===== src/rtl/core/deq_pkg.sv =====
// Shared types, codes and constants of the double-ended queue.
package deq_pkg;

    localparam int DATA_W        = 32;
    localparam int DEPTH_DEFAULT = 16;
    localparam int OP_W          = 3;
    localparam int STATUS_W      = 2;

    typedef logic [OP_W-1:0]     op_t;
    typedef logic [STATUS_W-1:0] status_t;
    typedef logic [DATA_W-1:0]   word_t;

    localparam op_t OP_PUSH_FRONT = 3'd0;
    localparam op_t OP_PUSH_REAR  = 3'd1;
    localparam op_t OP_POP_FRONT  = 3'd2;
    localparam op_t OP_POP_REAR   = 3'd3;

    localparam status_t STATUS_OK    = 2'd0;
    localparam status_t STATUS_EMPTY = 2'd1;
    localparam status_t STATUS_FULL  = 2'd2;

    // Movement command for a row or for a single cell. shift_up takes the
    // word of the lower neighbour, shift_down that of the upper neighbour,
    // and load takes the pushed word.
    typedef struct packed {
        logic shift_up;
        logic shift_down;
        logic load;
    } move_t;

endpackage


===== src/rtl/core/deq_cell.sv =====
// One storage cell of a deque row: holds a word, shifted in from a neighbour.
module deq_cell
    import deq_pkg::*;
(
    input  logic  clk,
    input  move_t move,
    input  word_t word,
    input  word_t lower_data,
    input  word_t upper_data,
    output word_t data,
    output word_t data_next
);

    word_t data_reg;

    always_comb
    begin
        if (move.shift_up)
        begin
            data_next = lower_data;
        end
        else if (move.shift_down)
        begin
            data_next = upper_data;
        end
        else if (move.load)
        begin
            data_next = word;
        end
        else
        begin
            data_next = data_reg;
        end
    end

    always_ff @(posedge clk)
    begin
        data_reg <= data_next;
    end

    assign data = data_reg;

endmodule


===== src/rtl/core/deq_row.sv =====
// A row of deque cells with one end fixed at cell zero.
module deq_row
    import deq_pkg::*;
#(
    parameter int DEPTH = DEPTH_DEFAULT,
    localparam int CNT_W = $clog2(DEPTH + 1)
)
(
    input  logic             clk,
    input  move_t            move,
    input  logic [CNT_W-1:0] count,
    input  word_t            word,
    output word_t            head,
    output word_t            head_next
);

    word_t cell_data [DEPTH];
    word_t cell_next [DEPTH];

    for (genvar i = 0; i < DEPTH; i++)
    begin : g_cell
        move_t cell_move;
        word_t lower_data;
        word_t upper_data;

        // A load lands only in the first free cell behind the occupied run.
        assign cell_move.shift_up   = move.shift_up;
        assign cell_move.shift_down = move.shift_down;
        assign cell_move.load       = move.load && (count == CNT_W'(i));

        if (i == 0)
        begin : g_first
            assign lower_data = word;
        end
        else
        begin : g_inner
            assign lower_data = cell_data[i-1];
        end

        if (i == DEPTH - 1)
        begin : g_last
            assign upper_data = '0;
        end
        else
        begin : g_below
            assign upper_data = cell_data[i+1];
        end

        deq_cell u_cell (
            .clk        (clk),
            .move       (cell_move),
            .word       (word),
            .lower_data (lower_data),
            .upper_data (upper_data),
            .data       (cell_data[i]),
            .data_next  (cell_next[i])
        );
    end

    assign head      = cell_data[0];
    assign head_next = cell_next[0];

endmodule


===== src/rtl/core/double_ended_queue.sv =====
// Top level of the bounded double-ended queue of 32-bit words.
//
// Input channel s_axis: tuser carries the operation (push front, push rear,
// pop front, pop rear, anything else is a no-op) and tdata the word to push.
// Output channel m_axis: one transaction per input transaction, in order.
// tuser carries the status and tdata the popped word, the front and rear
// words after the step (all ones when empty), the empty flag and the count.
//
// The contents are held twice, in two rows of DEPTH cells: one row keeps
// the front word in its first cell, the other keeps the rear word there.
// A push or pop at one end shifts that row by one cell and writes or drops
// the far end of the other row. The result is registered and appears in the
// cycle after the input transaction is accepted, and one item is
// accepted every cycle while the result register is free or being emptied.
// If the receiver stalls, the result is held and s_axis_tready drops until
// it is taken. Reset empties the queue and the result register; the cell
// contents need no clearing, as only occupied cells are ever read.
module double_ended_queue
    import deq_pkg::*;
#(
    parameter int DEPTH = DEPTH_DEFAULT,
    localparam int CNT_W   = $clog2(DEPTH + 1),
    localparam int OUT_W   = 3 * DATA_W + 1 + CNT_W,
    localparam int TDATA_W = ((OUT_W + 7) / 8) * 8
)
(
    input  logic               clk,
    input  logic               rst_n,
    input  logic               s_axis_tvalid,
    output logic               s_axis_tready,
    input  logic [DATA_W-1:0]  s_axis_tdata,   // push_value
    input  logic [OP_W-1:0]    s_axis_tuser,   // op
    output logic               m_axis_tvalid,
    input  logic               m_axis_tready,
    // popped_value, front_value, rear_value, is_empty, fill_count, zero pad
    output logic [TDATA_W-1:0] m_axis_tdata,
    output logic [STATUS_W-1:0] m_axis_tuser   // status
);

    logic             fire;
    op_t              op;
    word_t            word;
    logic             full;
    logic             empty;
    move_t            front_move;
    move_t            rear_move;
    status_t          status;
    word_t            popped;
    word_t            front_head;
    word_t            front_head_next;
    word_t            rear_head;
    word_t            rear_head_next;

    logic [CNT_W-1:0] count_reg;
    logic [CNT_W-1:0] count_next;
    logic             out_valid_reg;
    word_t            popped_reg;
    status_t          status_reg;
    word_t            front_reg;
    word_t            rear_reg;
    logic             empty_reg;
    logic [CNT_W-1:0] fill_reg;

    assign s_axis_tready = !out_valid_reg || m_axis_tready;
    assign fire          = s_axis_tvalid && s_axis_tready;
    assign op            = s_axis_tuser;
    assign word          = s_axis_tdata;
    assign full          = (count_reg == CNT_W'(DEPTH));
    assign empty         = (count_reg == '0);

    always_comb
    begin
        front_move = '0;
        rear_move  = '0;
        status     = STATUS_OK;
        popped     = '0;
        count_next = count_reg;
        unique case (op)
            OP_PUSH_FRONT:
            begin
                if (full)
                begin
                    status = STATUS_FULL;
                end
                else
                begin
                    front_move.shift_up = fire;
                    rear_move.load      = fire;
                    count_next          = count_reg + CNT_W'(1);
                end
            end
            OP_PUSH_REAR:
            begin
                if (full)
                begin
                    status = STATUS_FULL;
                end
                else
                begin
                    rear_move.shift_up = fire;
                    front_move.load    = fire;
                    count_next         = count_reg + CNT_W'(1);
                end
            end
            OP_POP_FRONT:
            begin
                if (empty)
                begin
                    status = STATUS_EMPTY;
                end
                else
                begin
                    popped                = front_head;
                    front_move.shift_down = fire;
                    count_next            = count_reg - CNT_W'(1);
                end
            end
            OP_POP_REAR:
            begin
                if (empty)
                begin
                    status = STATUS_EMPTY;
                end
                else
                begin
                    popped               = rear_head;
                    rear_move.shift_down = fire;
                    count_next           = count_reg - CNT_W'(1);
                end
            end
            default:
            begin
                status = STATUS_OK;
            end
        endcase
    end

    deq_row #(
        .DEPTH (DEPTH)
    ) u_front_row (
        .clk       (clk),
        .move      (front_move),
        .count     (count_reg),
        .word      (word),
        .head      (front_head),
        .head_next (front_head_next)
    );

    deq_row #(
        .DEPTH (DEPTH)
    ) u_rear_row (
        .clk       (clk),
        .move      (rear_move),
        .count     (count_reg),
        .word      (word),
        .head      (rear_head),
        .head_next (rear_head_next)
    );

    always_ff @(posedge clk or negedge rst_n)
    begin
        if (!rst_n)
        begin
            count_reg     <= '0;
            out_valid_reg <= 1'b0;
        end
        else
        begin
            if (fire)
            begin
                count_reg     <= count_next;
                out_valid_reg <= 1'b1;
            end
            else if (m_axis_tready)
            begin
                out_valid_reg <= 1'b0;
            end
        end
    end

    always_ff @(posedge clk)
    begin
        if (fire)
        begin
            popped_reg <= popped;
            status_reg <= status;
            front_reg  <= (count_next == '0) ? '1 : front_head_next;
            rear_reg   <= (count_next == '0) ? '1 : rear_head_next;
            empty_reg  <= (count_next == '0);
            fill_reg   <= count_next;
        end
    end

    assign m_axis_tvalid = out_valid_reg;
    assign m_axis_tuser  = status_reg;
    assign m_axis_tdata  = TDATA_W'({fill_reg, empty_reg, rear_reg, front_reg, popped_reg});

endmodule


===== config.mk =====
export PLATFORM = sky130hd
export DESIGN_NAME = double_ended_queue
export DESIGN_NICKNAME = d
export VERILOG_FILES = /design/src/rtl/core/deq_pkg.sv /design/src/rtl/core/deq_cell.sv /design/src/rtl/core/deq_row.sv /design/src/rtl/core/double_ended_queue.sv
export SDC_FILE = /design/constraint.sdc
export NUM_CORES = 2
export LEC_CHECK = 0
export BUFFER_PORTS_ARGS = -buffer_cell sky130_fd_sc_hd__buf_2
export CAP_MARGIN = 20
export CORE_ASPECT_RATIO = 0.6
export CORE_MARGIN = 2
export CORE_UTILIZATION = 45
export CTS_CLUSTER_DIAMETER = 80
export DETAILED_ROUTE_END_ITERATION = 16
export PLACE_DENSITY = 0.71
export SETUP_SLACK_MARGIN = 0.15
export SYNTH_ARGS = -nofsm -noshare
export SYNTH_HDL_FRONTEND = slang
export SYNTH_SLANG_ARGS = --single-unit
export TNS_END_PERCENT = 30

===== constraint.sdc =====
create_clock -name clk -period 7.9 [get_ports clk]
set_clock_uncertainty 0.05 [all_clocks]
set_input_delay 0.79 -clock clk [delete_from_list [all_inputs] [get_ports clk]]
set_output_delay 0.79 -clock clk [all_outputs]
set_load 0.01 [all_outputs]

==> results.rst <==
.. list-table::
   :header-rows: 1

   * - Metric
     - Value
   * - Total of buffers placed on input and output ports
     - 144
   * - Final Non-Filler Cells
     - 4359
   * - Cell with the largest stage delay on the worst path
     - or2_1
   * - Final critical-path share of the clock period
     - 0.614
   * - Number of enable flip-flop cells after synthesis
     - 1064
   * - Result of the run
     - finished, final reports clean
   * - Family of cells with the greatest summed delay on the critical path
     - simple AND/OR/NAND/NOR gates
   * - CTS Root Buffer Type
     - clkbuf_16
   * - Post-route antenna net violation count
     - 0
   * - P_leak
     - 17.9 nW
   * - Seq/Total Area, Yosys
     - 0.703
   * - Cell-by-cell listing of the critical path
     - or2_1 -> o21ai_2 -> nor3_4 -> buf_12 -> nand2_1 -> o21ai_4 -> buf_4
   * - Per-instance average area after synthesis
     - 16.1 um^2
   * - Placeable core area
     - 105000 um^2
   * - Final global-route overflow total
     - 0
   * - Number of distinct standard cells referenced by the synthesized netlist
     - 60
   * - Main combinational cell family by area after synthesis
     - compound AO/OA/AOI/OAI gates
   * - Final count of hold timing violations
     - 0
   * - Number of endpoints failing setup at the final stage
     - 0
   * - Setup TNS Final
     - 0 ns
   * - Count of warnings emitted by yosys
     - 0
   * - Setup Crit Path Kind
     - reg2reg
   * - Number of levels the H-tree was split into
     - 3
   * - Clock tree from TritonCTS
     - yes
   * - Horiz. Die Dim
     - 423 um
   * - Post-synthesis share of cell area spent on and, or, nand and nor gates
     - 0.0188
   * - Leading cell types in the layout, fill and taps excluded
     - 1064 x edfxtp_1, 896 x a221o_1, 144 x buf_2
   * - Time the final worst path needs with I/O delays and setup
     - 4.85 ns
   * - Number of DRC violations after detailed-routing iteration 0
     - 5622
   * - Total wire length
     - 122000 um
   * - Number of global-route vias before repair
     - 27400
   * - Number of setup buffers added after CTS
     - 0
   * - Xor/xnor cell area share of the yosys netlist
     - 0.000369
   * - Half-perimeter wire length after placement
     - 70200 um
   * - Clock buffer count from CTS
     - 98
   * - Synthesis-to-layout area growth
     - 10.8%
   * - GRT Util Overall
     - 0.215
   * - Worst setup SP type
     - register
   * - Y dimension of the die
     - 256 um
   * - Number of remaining DRC errors
     - 0
   * - Net count reported at finish
     - 2908
   * - Tightest Pin Transition
     - 1.26 ns
   * - Hold Buf Count CTS
     - 1
   * - Number of standard cells after synthesis
     - 2954
   * - Ratio of total power to cell area
     - 281 nW/um^2
   * - Sum of buffers and inverters on the critical path
     - 2
   * - Async set-or-reset flop fraction in the synthesized netlist
     - 0.00529
   * - Post-synthesis compound-gate area fraction
     - 0.232
   * - Area share of fa/ha/maj cells after synthesis
     - 0.00158
   * - Final-report max-slew violation count
     - 0
   * - Via count of the routed design
     - 30400
   * - Highest Clock Rate
     - 0.206 GHz
   * - Placed Cells incl. Taps
     - 4172
   * - Starting Density
     - 0.453
   * - Area of the die
     - 108000 um^2
   * - Hold path start
     - s_axis_tvalid
   * - Max Fanout on Critical Path
     - 182
   * - Register bit total from synthesis
     - 1134
   * - Launch point of the critical path
     - count_reg[3]
   * - Via density per instance
     - 6.97
   * - Wire length of the first global-routing pass
     - 180000 um
   * - Routability-driven placement congestion ratio
     - 0.844
   * - Number of placed I/O pins
     - 147
   * - Most common cell after layout, fill and taps aside
     - edfxtp_1
   * - Maximum buffer depth of the clock tree
     - 3
   * - Tightest Hold Check Type
     - in2reg
   * - Reg-to-reg critical path startpoint
     - count_reg[3]
   * - Resize count post-CTS
     - 0
   * - Average detailed-routed wire length per instance
     - 27.9 um
   * - Leading register cell type out of synthesis
     - edfxtp_1
   * - Signal arrival time at the worst endpoint
     - 5.14 ns
   * - Critical path required time
     - 8.19 ns
   * - # Max-Cap Violations
     - 0
   * - Maximum number of pins on one net before global-route repair
     - 233
   * - Post-synthesis instance area
     - 47500 um^2
   * - Slew HR
     - 0.162
   * - Worst stage delay on the critical path
     - 0.78 ns
   * - Clock transition time at the flip-flop clock pins of the worst setup and hold paths
     - 0.07 ns
   * - Clock latency reported for the late side of the worst-skew pair
     - 0.70 ns
   * - Layout cell share with drive strength beyond 1
     - 0.140
   * - Multiplexer fraction of the synthesized cell area
     - 0.000895
   * - Setup repair after global routing missed its margin
     - false
   * - TritonCTS sink count
     - 1134
   * - Total inserted antenna cells
     - 0
   * - Core Rows
     - 92
   * - Number of antenna violations at the first check in global routing
     - 3
   * - Setup crit end kind
     - register
   * - Count of filler cells inserted in the layout
     - 8569
   * - Number of iterations in the first detailed-routing pass
     - 8
   * - Max rail drop VDD
     - 0.201 mV
-- stage by stage --
stage | power [mW] | hold WS (ns) | utilization | instance area [um^2] | setup slack [ns]
6_report | 14.8 | 0.262 | 0.502 | 52700 | 3.05
5_1_grt | 15.3 | 0.236 | 0.502 | 52700 | 2.94
4_1_cts | 14.9 | 0.218 | 0.502 | 52700 | 3.21
3_5_place_dp | 9.61 | 0.453 | 0.469 | 49100 | 3.24
3_3_place_gp | 9.56 | 0.441 | 0.469 | 49100 | 3.24
2_1_floorplan | 8.84 | 0.419 | - | 47500 | 2.40
-- routing by layer --
| layer | global-route usage | vias up | wire, um |
|---|---|---|---|
| met5 | 0 | - | 28 |
| met4 | 0.0515 | 4 | 2440 |
| met3 | 0.0507 | 136 | 14000 |
| met2 | 0.291 | 2008 | 51000 |
| met1 | 0.345 | 15500 | 54100 |
| li1 | - | 12700 | - |
-- cell usage after synthesis (all sizes together), types with 2 or more instances --
cell	instances	share of area
or3	2	0.00026
or2	3	0.00040
dfrtp	6	0.0032
nor3b	2	0.00042
inv	72	0.0057
dfxtp	64	0.027
mux2i	2	0.00042
a21oi	2	0.00029
a22oi	33	0.0052
a222oi	62	0.013
o211ai	2	0.00032
and2	62	0.0082
o31ai	4	0.00063
a221o	896	0.19
nor2	46	0.0038
nor3	7	0.00095
nand3	6	0.00095
nand2	27	0.0023
mux2	2	0.00047
o21ai	96	0.010
edfxtp	1064	0.67
a21o	65	0.010
ha	6	0.0016
nor2b	2	0.00026
a211oi	4	0.00074
and3	2	0.00026
clkbuf	220	0.017
a31oi	3	0.00053
nand2b	3	0.00040
buf	173	0.021
-- where the power goes --
group	internal (mW)	switching, mW	total (mW)	leakage, nW
sequential	7.23	0.381	7.61	10.4
combinational	0.654	1.26	1.92	5.82
clock	3.03	2.26	5.29	1.71
-- final cells by class --
cell class | count | area, um^2 | area share
multi-input cells | 1356 | 12500 | 0.237
well taps | 1410 | 1760 | 0.0335
repair buffers | 201 | 1260 | 0.0240
flip-flops and latches | 1134 | 33400 | 0.634
inverters | 72 | 275 | 0.00523
clock inverters | 62 | 905 | 0.0172
clock buffers | 124 | 2610 | 0.0496
-- kinds of logic (layout without fill, tap and decap cells) --
group                      count (synthesis)  in the layout
AOI/OAI and AO/OA                       1176           1176
xor gates and xnor gates                   2              2
adders and majority gates                  6              6
buffers and inverters                    465            459
DFF                                     1134           1134
muxes                                      4              4
other                                      1              2
and+or+nand+nor                          166            166
-- worst reg2reg max path, stage by stage (launching register included) --
cell and delay, ns:
dfrtp_1 0.60, or2_1 0.78, o21ai_2 0.39, nor3_4 0.25
buf_12 0.46, nand2_1 0.71, o21ai_4 0.71, buf_4 0.53
-- worst paths after layout --
path | to | slack [ns] | depth (start not counted)
max in group asynchronous | count_reg[3] | 7.17 | 2
hold reg to reg | u_rear_row.g_cell[0].u_cell.data[24] | 0.47 | 2
hold / removal | m_axis_tvalid | 0.26 | 2
min in group asynchronous | m_axis_tvalid | 0.42 | 2
setup reg to reg | u_rear_row.g_cell[4].u_cell.data[13] | 3.05 | 7
setup / recovery | u_rear_row.g_cell[4].u_cell.data[13] | 3.05 | 7
No activity file was read; power rests on OpenSTA's default activity.
